--- src/rtl/alu8_pkg.sv ---
`timescale 1ns / 1ps
// Shared types, command codes and arithmetic helpers for the 8-bit ALU.
// No dependencies; every other file imports this package.
package alu8_pkg;

	localparam int unsigned W = 8;
	localparam int unsigned BOOTH_STEPS = W;
	localparam int unsigned STEPS_PER_STAGE = 2;
	localparam int unsigned N_STAGES = BOOTH_STEPS / STEPS_PER_STAGE;

	typedef enum logic [1:0] {
		CMD_ADD = 2'd0,
		CMD_SUB = 2'd1,
		CMD_MUL = 2'd2
	} cmd_e;

	typedef struct packed {
		logic [W-1:0] sum;
		logic         ovf;
	} add_res_t;

	// Word carried down the pipeline: the command, the Booth registers and the add/sub result.
	typedef struct packed {
		logic [1:0]   cmd;
		logic [W-1:0] m;
		logic [W-1:0] acc;
		logic [W-1:0] q;
		logic         qm1;
		logic         flag;
		logic [W-1:0] as_res;
		logic         as_ovf;
	} stg_t;

	// Add with carry-in; overflow is carry into the top bit XOR carry out.
	function automatic add_res_t add8(input logic [W-1:0] x, input logic [W-1:0] y,
		input logic cin);
		logic [W-1:0] low;
		logic [W:0]   full;
		add_res_t     r;
		low = {1'b0, x[W-2:0]} + {1'b0, y[W-2:0]} + {{(W-1){1'b0}}, cin};
		full = {1'b0, x} + {1'b0, y} + {{W{1'b0}}, cin};
		r.sum = full[W-1:0];
		r.ovf = low[W-1] ^ full[W];
		return r;
	endfunction

	// One radix-2 Booth step: optional add/subtract, then arithmetic shift right.
	function automatic stg_t booth_step(input stg_t s);
		stg_t         r;
		add_res_t     ar;
		logic [W-1:0] acc;
		logic         flag;
		r = s;
		acc = s.acc;
		flag = s.flag;
		if (s.q[0] && !s.qm1) begin
			ar = add8(s.acc, ~s.m, 1'b1);
			acc = ar.sum;
			flag = ar.ovf;
		end else if (!s.q[0] && s.qm1) begin
			ar = add8(s.acc, s.m, 1'b0);
			acc = ar.sum;
			flag = ar.ovf;
		end
		r.acc = {acc[W-1], acc[W-1:1]};
		r.q = {acc[0], s.q[W-1:1]};
		r.qm1 = s.q[0];
		r.flag = flag;
		return r;
	endfunction

endpackage

--- src/rtl/alu8_if.sv ---
`timescale 1ns / 1ps
// Valid/ready channel interfaces for the ALU command and result words.
// Depends on alu8_pkg for the data width.
interface alu8_req_if import alu8_pkg::*; ();
	logic         valid;
	logic         ready;
	logic [1:0]   cmd;
	logic [W-1:0] op_a;
	logic [W-1:0] op_b;
	modport source (output valid, output cmd, output op_a, output op_b, input ready);
	modport sink (input valid, input cmd, input op_a, input op_b, output ready);
endinterface

interface alu8_rsp_if import alu8_pkg::*; ();
	logic         valid;
	logic         ready;
	logic [W-1:0] out_a;
	logic [W-1:0] out_q;
	logic         overflow_flag;
	modport source (output valid, output out_a, output out_q, output overflow_flag,
		input ready);
	modport sink (input valid, input out_a, input out_q, input overflow_flag,
		output ready);
endinterface

--- src/rtl/alu8_add_sub_booth_mul.sv ---
`timescale 1ns / 1ps
// Top level of the 8-bit add/subtract/Booth-multiply ALU.
// Depends on alu8_pkg, alu8_if and alu8_booth_stage.

// The ALU takes one command word per clock while the result side is not
// stalled and returns one result word for each, in order. Each word passes
// through the four register stages, which each perform two of the eight Booth
// steps; add and subtract are computed in the first stage and ride along. A
// stall on the result side holds the pipeline, while empty stages keep
// accepting new words. For add and subtract out_q is 0; an unused command code
// gives an all-zero result.
module alu8_add_sub_booth_mul import alu8_pkg::*; (
	input logic       clk,
	input logic       arst_n,
	alu8_req_if.sink   req,
	alu8_rsp_if.source rsp
);

	stg_t     init;
	add_res_t as_r;
	stg_t     data_s [N_STAGES+1];
	logic     valid_s [N_STAGES+1];
	logic     ready_s [N_STAGES+1];
	stg_t     last;

	always_comb begin
		if (req.cmd == CMD_SUB) begin
			as_r = add8(req.op_a, ~req.op_b, 1'b1);
		end else begin
			as_r = add8(req.op_a, req.op_b, 1'b0);
		end
		init.cmd = req.cmd;
		init.m = req.op_b;
		init.acc = '0;
		init.q = req.op_a;
		init.qm1 = 1'b0;
		init.flag = 1'b0;
		init.as_res = as_r.sum;
		init.as_ovf = as_r.ovf;
	end

	assign data_s[0] = init;
	assign valid_s[0] = req.valid;
	assign req.ready = ready_s[0];

	for (genvar k = 0; k < N_STAGES; k++) begin : g_stage
		alu8_booth_stage u_stage (
			.clk      (clk),
			.arst_n   (arst_n),
			.in_valid (valid_s[k]),
			.in_ready (ready_s[k]),
			.in_data  (data_s[k]),
			.out_valid(valid_s[k+1]),
			.out_ready(ready_s[k+1]),
			.out_data (data_s[k+1])
		);
	end

	assign last = data_s[N_STAGES];
	assign ready_s[N_STAGES] = rsp.ready;
	assign rsp.valid = valid_s[N_STAGES];

	always_comb begin
		priority if (last.cmd == CMD_MUL) begin
			rsp.out_a = last.acc;
			rsp.out_q = last.q;
			rsp.overflow_flag = last.flag;
		end else if (last.cmd == CMD_ADD || last.cmd == CMD_SUB) begin
			rsp.out_a = last.as_res;
			rsp.out_q = '0;
			rsp.overflow_flag = last.as_ovf;
		end else begin
			rsp.out_a = '0;
			rsp.out_q = '0;
			rsp.overflow_flag = 1'b0;
		end
	end

endmodule

--- src/rtl/alu8_booth_stage.sv ---
`timescale 1ns / 1ps
// One pipeline stage: two Booth steps and the stage register with its valid bit.
// Depends on alu8_pkg for the stage word and the Booth step function.
module alu8_booth_stage import alu8_pkg::*; (
	input  logic clk,
	input  logic arst_n,
	input  logic in_valid,
	output logic in_ready,
	input  stg_t in_data,
	output logic out_valid,
	input  logic out_ready,
	output stg_t out_data
);

	logic valid_q;
	stg_t data_q;
	stg_t stepped;

	always_comb begin
		stepped = in_data;
		for (int i = 0; i < STEPS_PER_STAGE; i++) begin
			stepped = booth_step(stepped);
		end
	end

	// The stage takes a word when empty or when its word leaves this cycle.
	assign in_ready = !valid_q || out_ready;

	always_ff @(posedge clk or negedge arst_n) begin
		if (!arst_n) begin
			valid_q <= 1'b0;
		end else if (in_ready) begin
			valid_q <= in_valid;
		end
	end

	always_ff @(posedge clk) begin
		if (in_ready && in_valid) begin
			data_q <= stepped;
		end
	end

	assign out_valid = valid_q;
	assign out_data = data_q;

`ifndef ASSERT_OFF
	a_stall_hold: assert property (@(posedge clk) disable iff (!arst_n)
		valid_q && !out_ready |=> valid_q && $stable(data_q))
		else $error("stalled stage word changed");
	a_empty_ready: assert property (@(posedge clk) disable iff (!arst_n)
		!valid_q |-> in_ready)
		else $error("empty stage refused a word");
	a_load_valid: assert property (@(posedge clk) disable iff (!arst_n)
		in_valid && in_ready |=> valid_q)
		else $error("accepted word lost its valid bit");
`endif

endmodule
--- src/flat_wrapper.sv ---
// flat-port wrapper written by rule: the top's interface ports become plain ports
module alu8_add_sub_booth_mul_flat import alu8_pkg::*;
  (clk, arst_n, req_valid, req_cmd, req_op_a, req_op_b, req_ready, rsp_valid, rsp_out_a, rsp_out_q, rsp_overflow_flag, rsp_ready);
  alu8_req_if req_i ();
  alu8_rsp_if rsp_i ();
  input logic clk;
  input logic arst_n;
  input wire logic [$bits(req_i.valid)-1:0] req_valid;
  input wire logic [$bits(req_i.cmd)-1:0] req_cmd;
  input wire logic [$bits(req_i.op_a)-1:0] req_op_a;
  input wire logic [$bits(req_i.op_b)-1:0] req_op_b;
  output wire logic [$bits(req_i.ready)-1:0] req_ready;
  output wire logic [$bits(rsp_i.valid)-1:0] rsp_valid;
  output wire logic [$bits(rsp_i.out_a)-1:0] rsp_out_a;
  output wire logic [$bits(rsp_i.out_q)-1:0] rsp_out_q;
  output wire logic [$bits(rsp_i.overflow_flag)-1:0] rsp_overflow_flag;
  input wire logic [$bits(rsp_i.ready)-1:0] rsp_ready;
  assign req_i.valid = req_valid;
  assign req_i.cmd = req_cmd;
  assign req_i.op_a = req_op_a;
  assign req_i.op_b = req_op_b;
  assign req_ready = req_i.ready;
  assign rsp_valid = rsp_i.valid;
  assign rsp_out_a = rsp_i.out_a;
  assign rsp_out_q = rsp_i.out_q;
  assign rsp_overflow_flag = rsp_i.overflow_flag;
  assign rsp_i.ready = rsp_ready;
  alu8_add_sub_booth_mul u_core (.clk(clk), .arst_n(arst_n), .req(req_i), .rsp(rsp_i));
endmodule
--- config.mk ---
export PLATFORM = sky130hd
export DESIGN_NAME = alu8_add_sub_booth_mul_flat
export DESIGN_NICKNAME = d
export VERILOG_FILES = /design/src/rtl/alu8_pkg.sv /design/src/rtl/alu8_if.sv /design/src/rtl/alu8_add_sub_booth_mul.sv /design/src/rtl/alu8_booth_stage.sv /design/src/flat_wrapper.sv
export SDC_FILE = /design/constraint.sdc
export NUM_CORES = 1
export LEC_CHECK = 0
export ABC_CLOCK_PERIOD_IN_PS = 4100
export BUFFER_PORTS_ARGS = -buffer_cell sky130_fd_sc_hd__buf_4
export CAP_MARGIN = 20
export CORE_UTILIZATION = 52
export DETAILED_ROUTE_END_ITERATION = 8
export GPL_ROUTABILITY_DRIVEN = 0
export PLACE_DENSITY = 0.72
export SLEW_MARGIN = 20
export SYNTH_ARGS = -nofsm -noshare
export SYNTH_HDL_FRONTEND = slang
export SYNTH_SLANG_ARGS = --single-unit
--- constraint.sdc ---
create_clock -name clk -period 4.1 [get_ports clk]
set_input_delay 0.205 -clock clk [delete_from_list [all_inputs] [get_ports clk]]
set_output_delay 0.205 -clock clk [all_outputs]
set_load 0.02 [all_outputs]
### After elaboration in Yosys (flattened, before gate mapping)

Cells that the tools add are included.
Widths: inputs -> output; s select.

| word-level totals | value |
|---|---|
| logic and storage cells | 184 |
| register bits | 139 |
| output and inout bits | 19 |
| input port bits | 22 |

| operators by class | value |
|---|---|
| reductions and logical operators | 39 |
| bitwise logic cells | 21 |
| equality and inequality tests | 3 |
| add/subtract/negate cells | 50 |
| mux-type cells | 36 |

Operator list:

| operator | count |
|---|---|
| $add 8x8->9 | 16 |
| $mux 8 | 18 |
| $add 7x7->8 | 16 |
| $add 9x1->9 const B | 8 |
| $add 8x1->8 const B | 8 |
| $not 8->8 | 4 |
| $logic_and 1x1->1 | 18 |
| $mux 1 | 17 |
| $xor 1x1->1 | 17 |
| $logic_not 1->1 | 15 |
| $add 8x1->9 const B | 1 |
| $mux 9 | 1 |
| $add 7x1->8 const B | 1 |
| $logic_or 1x1->1 | 5 |
| $eq 2x1->1 const B | 2 |
| $eq 2x2->1 const B | 1 |
| $logic_not 2->1 | 1 |

### Longest topological paths before layout

| depth | value |
|---|---|
| depth after elaboration | 8 |
| mapped depth | 19 |
| depth with buffers taken out | 18 |

### Hierarchy

A second synthesis with hierarchy kept.

| unflattened totals | value |
|---|---|
| cell total of the unflattened synthesis | 1,404 |
| area total of the unflattened synthesis | 13,266.5 sq um |

Modules (own cells, without submodules):

| module | area each (sq um) | sequential area each (sq um) | times used | cells an instance |
|---|---|---|---|---|
| alu8_booth_stage at u_core.g_stage[0].u_stage | 3,101.7 | 1,106.1 | 1 | 317 |
| alu8_booth_stage at u_core.g_stage[2].u_stage | 3,051.7 | 1,106.1 | 1 | 312 |
| alu8_booth_stage at u_core.g_stage[3].u_stage | 3,047.9 | 1,106.1 | 1 | 309 |
| alu8_booth_stage at u_core.g_stage[1].u_stage | 3,024.2 | 1,106.1 | 1 | 317 |
| alu8_add_sub_booth_mul | 1,041.0 | 0.0 | 1 | 149 |

### Worst setup path before layout

Ideal clock, no wire load.

| timing path | value |
|---|---|
| path kind | register -> register |
| start | register u_core.g_stage[1].u_stage.data_q, in the netlist u_core.g_stage[1].u_stage.out_data[28] |
| end | register u_core.g_stage[2].u_stage.data_q, in the netlist u_core.g_stage[2].u_stage.out_data[9], data pin |
| buffers on the path | 0 |
| setup time | 0.167 ns |
| required time | 3.933 ns |
| clock period less this slack | 3.839 ns |
| cell stages (with the launch flop) | 17 |
| setup slack | 0.261 ns |
| arrival | 3.672 ns |
| cell sequence | edfxtp_1 -> inv_1 -> ha_1 -> nor2b_1 -> o21a_1 -> a311oi_1 -> a21oi_1 -> a32o_1 -> a221oi_1 -> inv_1 -> ha_1 -> or2_2 -> a21o_1 -> o41ai_1 -> xor2_1 -> o22ai_1 -> a211oi_1 |

RTL lines:

| what | RTL line | source |
|---|---|---|
| from (decl) | alu8_booth_stage.sv:16 | `stg_t data_q;` |
| from (signal assigned) | alu8_booth_stage.sv:39 | `data_q <= stepped;` |
| to (signal assigned) | alu8_booth_stage.sv:39 |  |
| to (decl) | alu8_booth_stage.sv:16 |  |

==> metrics.txt <==
Clock transition at path regs around 0.060 ns; Synthesized Nets around 1,300; VDD IR max ~0.32 mV; Post-Place Setup Slack 0.0546 ns; largest net degree at the start of global routing 37; largest cells by area after synthesis edfxtp_1 36%, ha_1 14%, nor2_1 4.2%; Hold Startpoint req_op_a[5]; Clock Path Buffers 2; Layout Skew between 0.015 and 0.02 ns; clock sinks roughly 140; Die Height ~150 um; hpwl dp 20,100 um; Critical Path RT roughly 4.3 ns; Async SR Flop Fraction 0.0288; #FFs+latches synth roughly 140; Via density around 6.0; final setup vio count 0; area grow syn2layout 15.8%; minimum clock period between 3 and 4 ns; crit-path max FO 7; post-synth top area cell edfxtp_1; die area around 22,000 um2; RSZ-0062 raised after global routing true; post-synth cell types between 70 and 80; Clock Latency Late Sink about 0.42 ns; global-route wire length before repair between 40,000 and 50,000 um; Tcrit/Tclk final 0.973; routed len/inst roughly 17 um; vias in the first global route 8,632; Worst Hold Class input port to flop; Post-synth EDFFs 135; ANT nets after route 0; Ports 41; syn avg cell area between 9 and 10 um2; Initial Util 0.530; Rows 53; H-tree Lvls 4; synthesized area between 10,000 and 15,000 um2; drt total wl approximately 27,000 um; Placed Instance Area roughly 12,000 um2; total of max-cap violations 0; Post-Synthesis Cells ~1,200; register area share after synthesis 0.373; Worst Tran Pin Value between 1 and 1.5 ns; crit end category flop; total number of vias around 9,200; antenna violations before repair 0; WP data arrival between 4 and 5 ns; Setup WS post-layout 0.112 ns; endpoints failing hold 0; Critical Path Start u_core.g_stage[0].u_stage.out_data[20]; Pre-Repair DR Iteration Count 6; CP Launch Type flop; CTS Root Cell clkbuf_16; Setup CP Type flop to flop; Synth top cells by count 135 x edfxtp_1, 127 x ha_1, 124 x nor2_1, 107 x inv_1, 72 x a21oi_1; Pins Over Slew Limit 0; Die W ~150 um; worst reg2reg path startpoint u_core.g_stage[0].u_stage.out_data[20]; Port Buffer Count 40; FMAX 0.251 GHz; antenna diode count 0; top-count cell post-synth edfxtp_1; gr ovfl total 0; power density over the cells just over 500 nW/um2; TritonCTS clock tree done; post-synth top area share 0.364; yosys warns 0; Design Area, Final between 10,000 and 15,000 um2; CTS Buf Count 17; share of cells above drive strength 1 0.134; nets@finish around 1,400; Post-synth top flop edfxtp_1; outcome completed; Fillers around 1,700; relative slew slack 0.316; core area approximately 21,000 um2; number of remaining DRC errors 0; Lkg Pwr 5.44 nW; Initial DRC Count 749; gr usage total 0.243
==> final cells by class <==
type | count | area [um2] | share of cell area
multi-input cells | 891 | 6590 | 0.511
flip-flops and latches | 139 | 4150 | 0.322
repair buffers | 107 | 823 | 0.0638
clock buffers | 19 | 443 | 0.0343
inverters | 108 | 405 | 0.0314
well taps | 275 | 344 | 0.0267
clock inverters | 13 | 145 | 0.0113
==> through the flow <==
stage	utilization	TNS (ns)	std cells	hold WS (ns)	total power [mW]
4_1_cts	0.605	0	1546	0.00293	6.53
2_1_floorplan	-	0	1170	-0.0906	4.15
3_3_place_gp	0.573	0	1506	0.00392	4.92
3_5_place_dp	0.573	0	1506	0.00617	4.99
6_report	0.614	0	1552	0.0129	6.65
5_1_grt	0.614	-0.123	1552	0.00473	7.06
==> timing repair <==
item,CTS,global route
hold endpoints to repair,11,0
setup endpoints to repair,0,8
hold buffers,8,0
setup buffers,0,6
gates resized for setup,0,30
==> power breakdown <==
group	switching, mW	total [mW]	leakage, nW	internal (mW)
sequential	0.168	2.05	1.35	1.88
combinational	1.74	3.08	3.80	1.34
clock	0.597	1.51	0.280	0.915
total	2.51	6.65	5.44	4.14
==> sequential cells by signal (all words and copies together) (netlist names) <==
signal / count
u_core.g_stage.u_stage.out_valid: 4
u_core.g_stage.u_stage.out_data: 135
==> kinds of logic after synthesis <==
family / count (synthesis) / synth area share
xor gates and xnor gates: 48 / 0.0377
and+or+nand+nor: 349 / 0.152
buffers and inverters: 140 / 0.0479
AOI/OAI and AO/OA: 337 / 0.205
DFF: 139 / 0.373
muxes: 14 / 0.0128
adders and majority gates: 143 / 0.171
==> cells in the final DEF (no fill, tap or decap), drive strengths merged, types with 5 or more instances in the layout <==
cell type,Yosys,routed
dlygate4sd3,0,8
o41ai,10,10
edfxtp,135,135
o22ai,25,25
o21ai,63,63
o21bai,18,18
and3,10,10
a21oi,72,72
nand2b,22,22
nor2,124,124
o21a,6,6
clkinv,0,6
a22oi,9,9
nand2,67,67
a211oi,11,11
a221oi,5,5
o31ai,7,7
fa,16,16
o221ai,7,7
nand3,8,8
o311ai,5,5
o32ai,5,5
nor2b,37,37
and2,17,17
inv,108,110
nor3,29,29
buf,8,99
a221o,8,8
or2,5,5
clkbuf,24,19
nor4,6,6
xnor2,34,34
ha,127,127
a31oi,21,21
a21o,14,14
mux2i,12,12
or3,6,6
o211ai,11,11
xor2,14,14
==> critical path: stages (launching register included) <==
cell and delay (ns):
edfxtp_1 0.49, buf_4 0.19, fa_1 0.48, a31o_2 0.28
a31oi_1 0.27, xnor2_1 0.12, a221oi_2 0.33, ha_1 0.35
buf_4 0.18, nor3b_1 0.20, a21oi_1 0.09, o41ai_2 0.08
o221ai_1 0.21, xor2_1 0.19, o22ai_1 0.20, nor4_2 0.06
==> path summary, 6_finish.rpt <==
| check | end | slack (ns) | cells after the start |
|---|---|---|---|
| setup / recovery | u_core.g_stage[1].u_stage.out_data[9] | 0.11 | 15 |
| hold / removal | u_core.g_stage[0].u_stage.out_data[14] | 0.01 | 1 |
| setup reg to reg | u_core.g_stage[1].u_stage.out_data[9] | 0.11 | 15 |
| hold reg to reg | u_core.g_stage[1].u_stage.out_data[13] | 0.41 | 0 |
| max in group asynchronous | u_core.g_stage[3].u_stage.out_valid | 3.89 | 2 |
| min in group asynchronous | u_core.g_stage[0].u_stage.out_valid | 0.11 | 2 |
==> routing by layer <==
metal / routed length (um) / GRT usage
met2: 13100 / 0.412
met4: 736 / 0.0876
met1: 11600 / 0.312
met5: 0 / 0
met3: 1390 / 0.0405
Note: power is estimated with default switching activity, not from simulation.
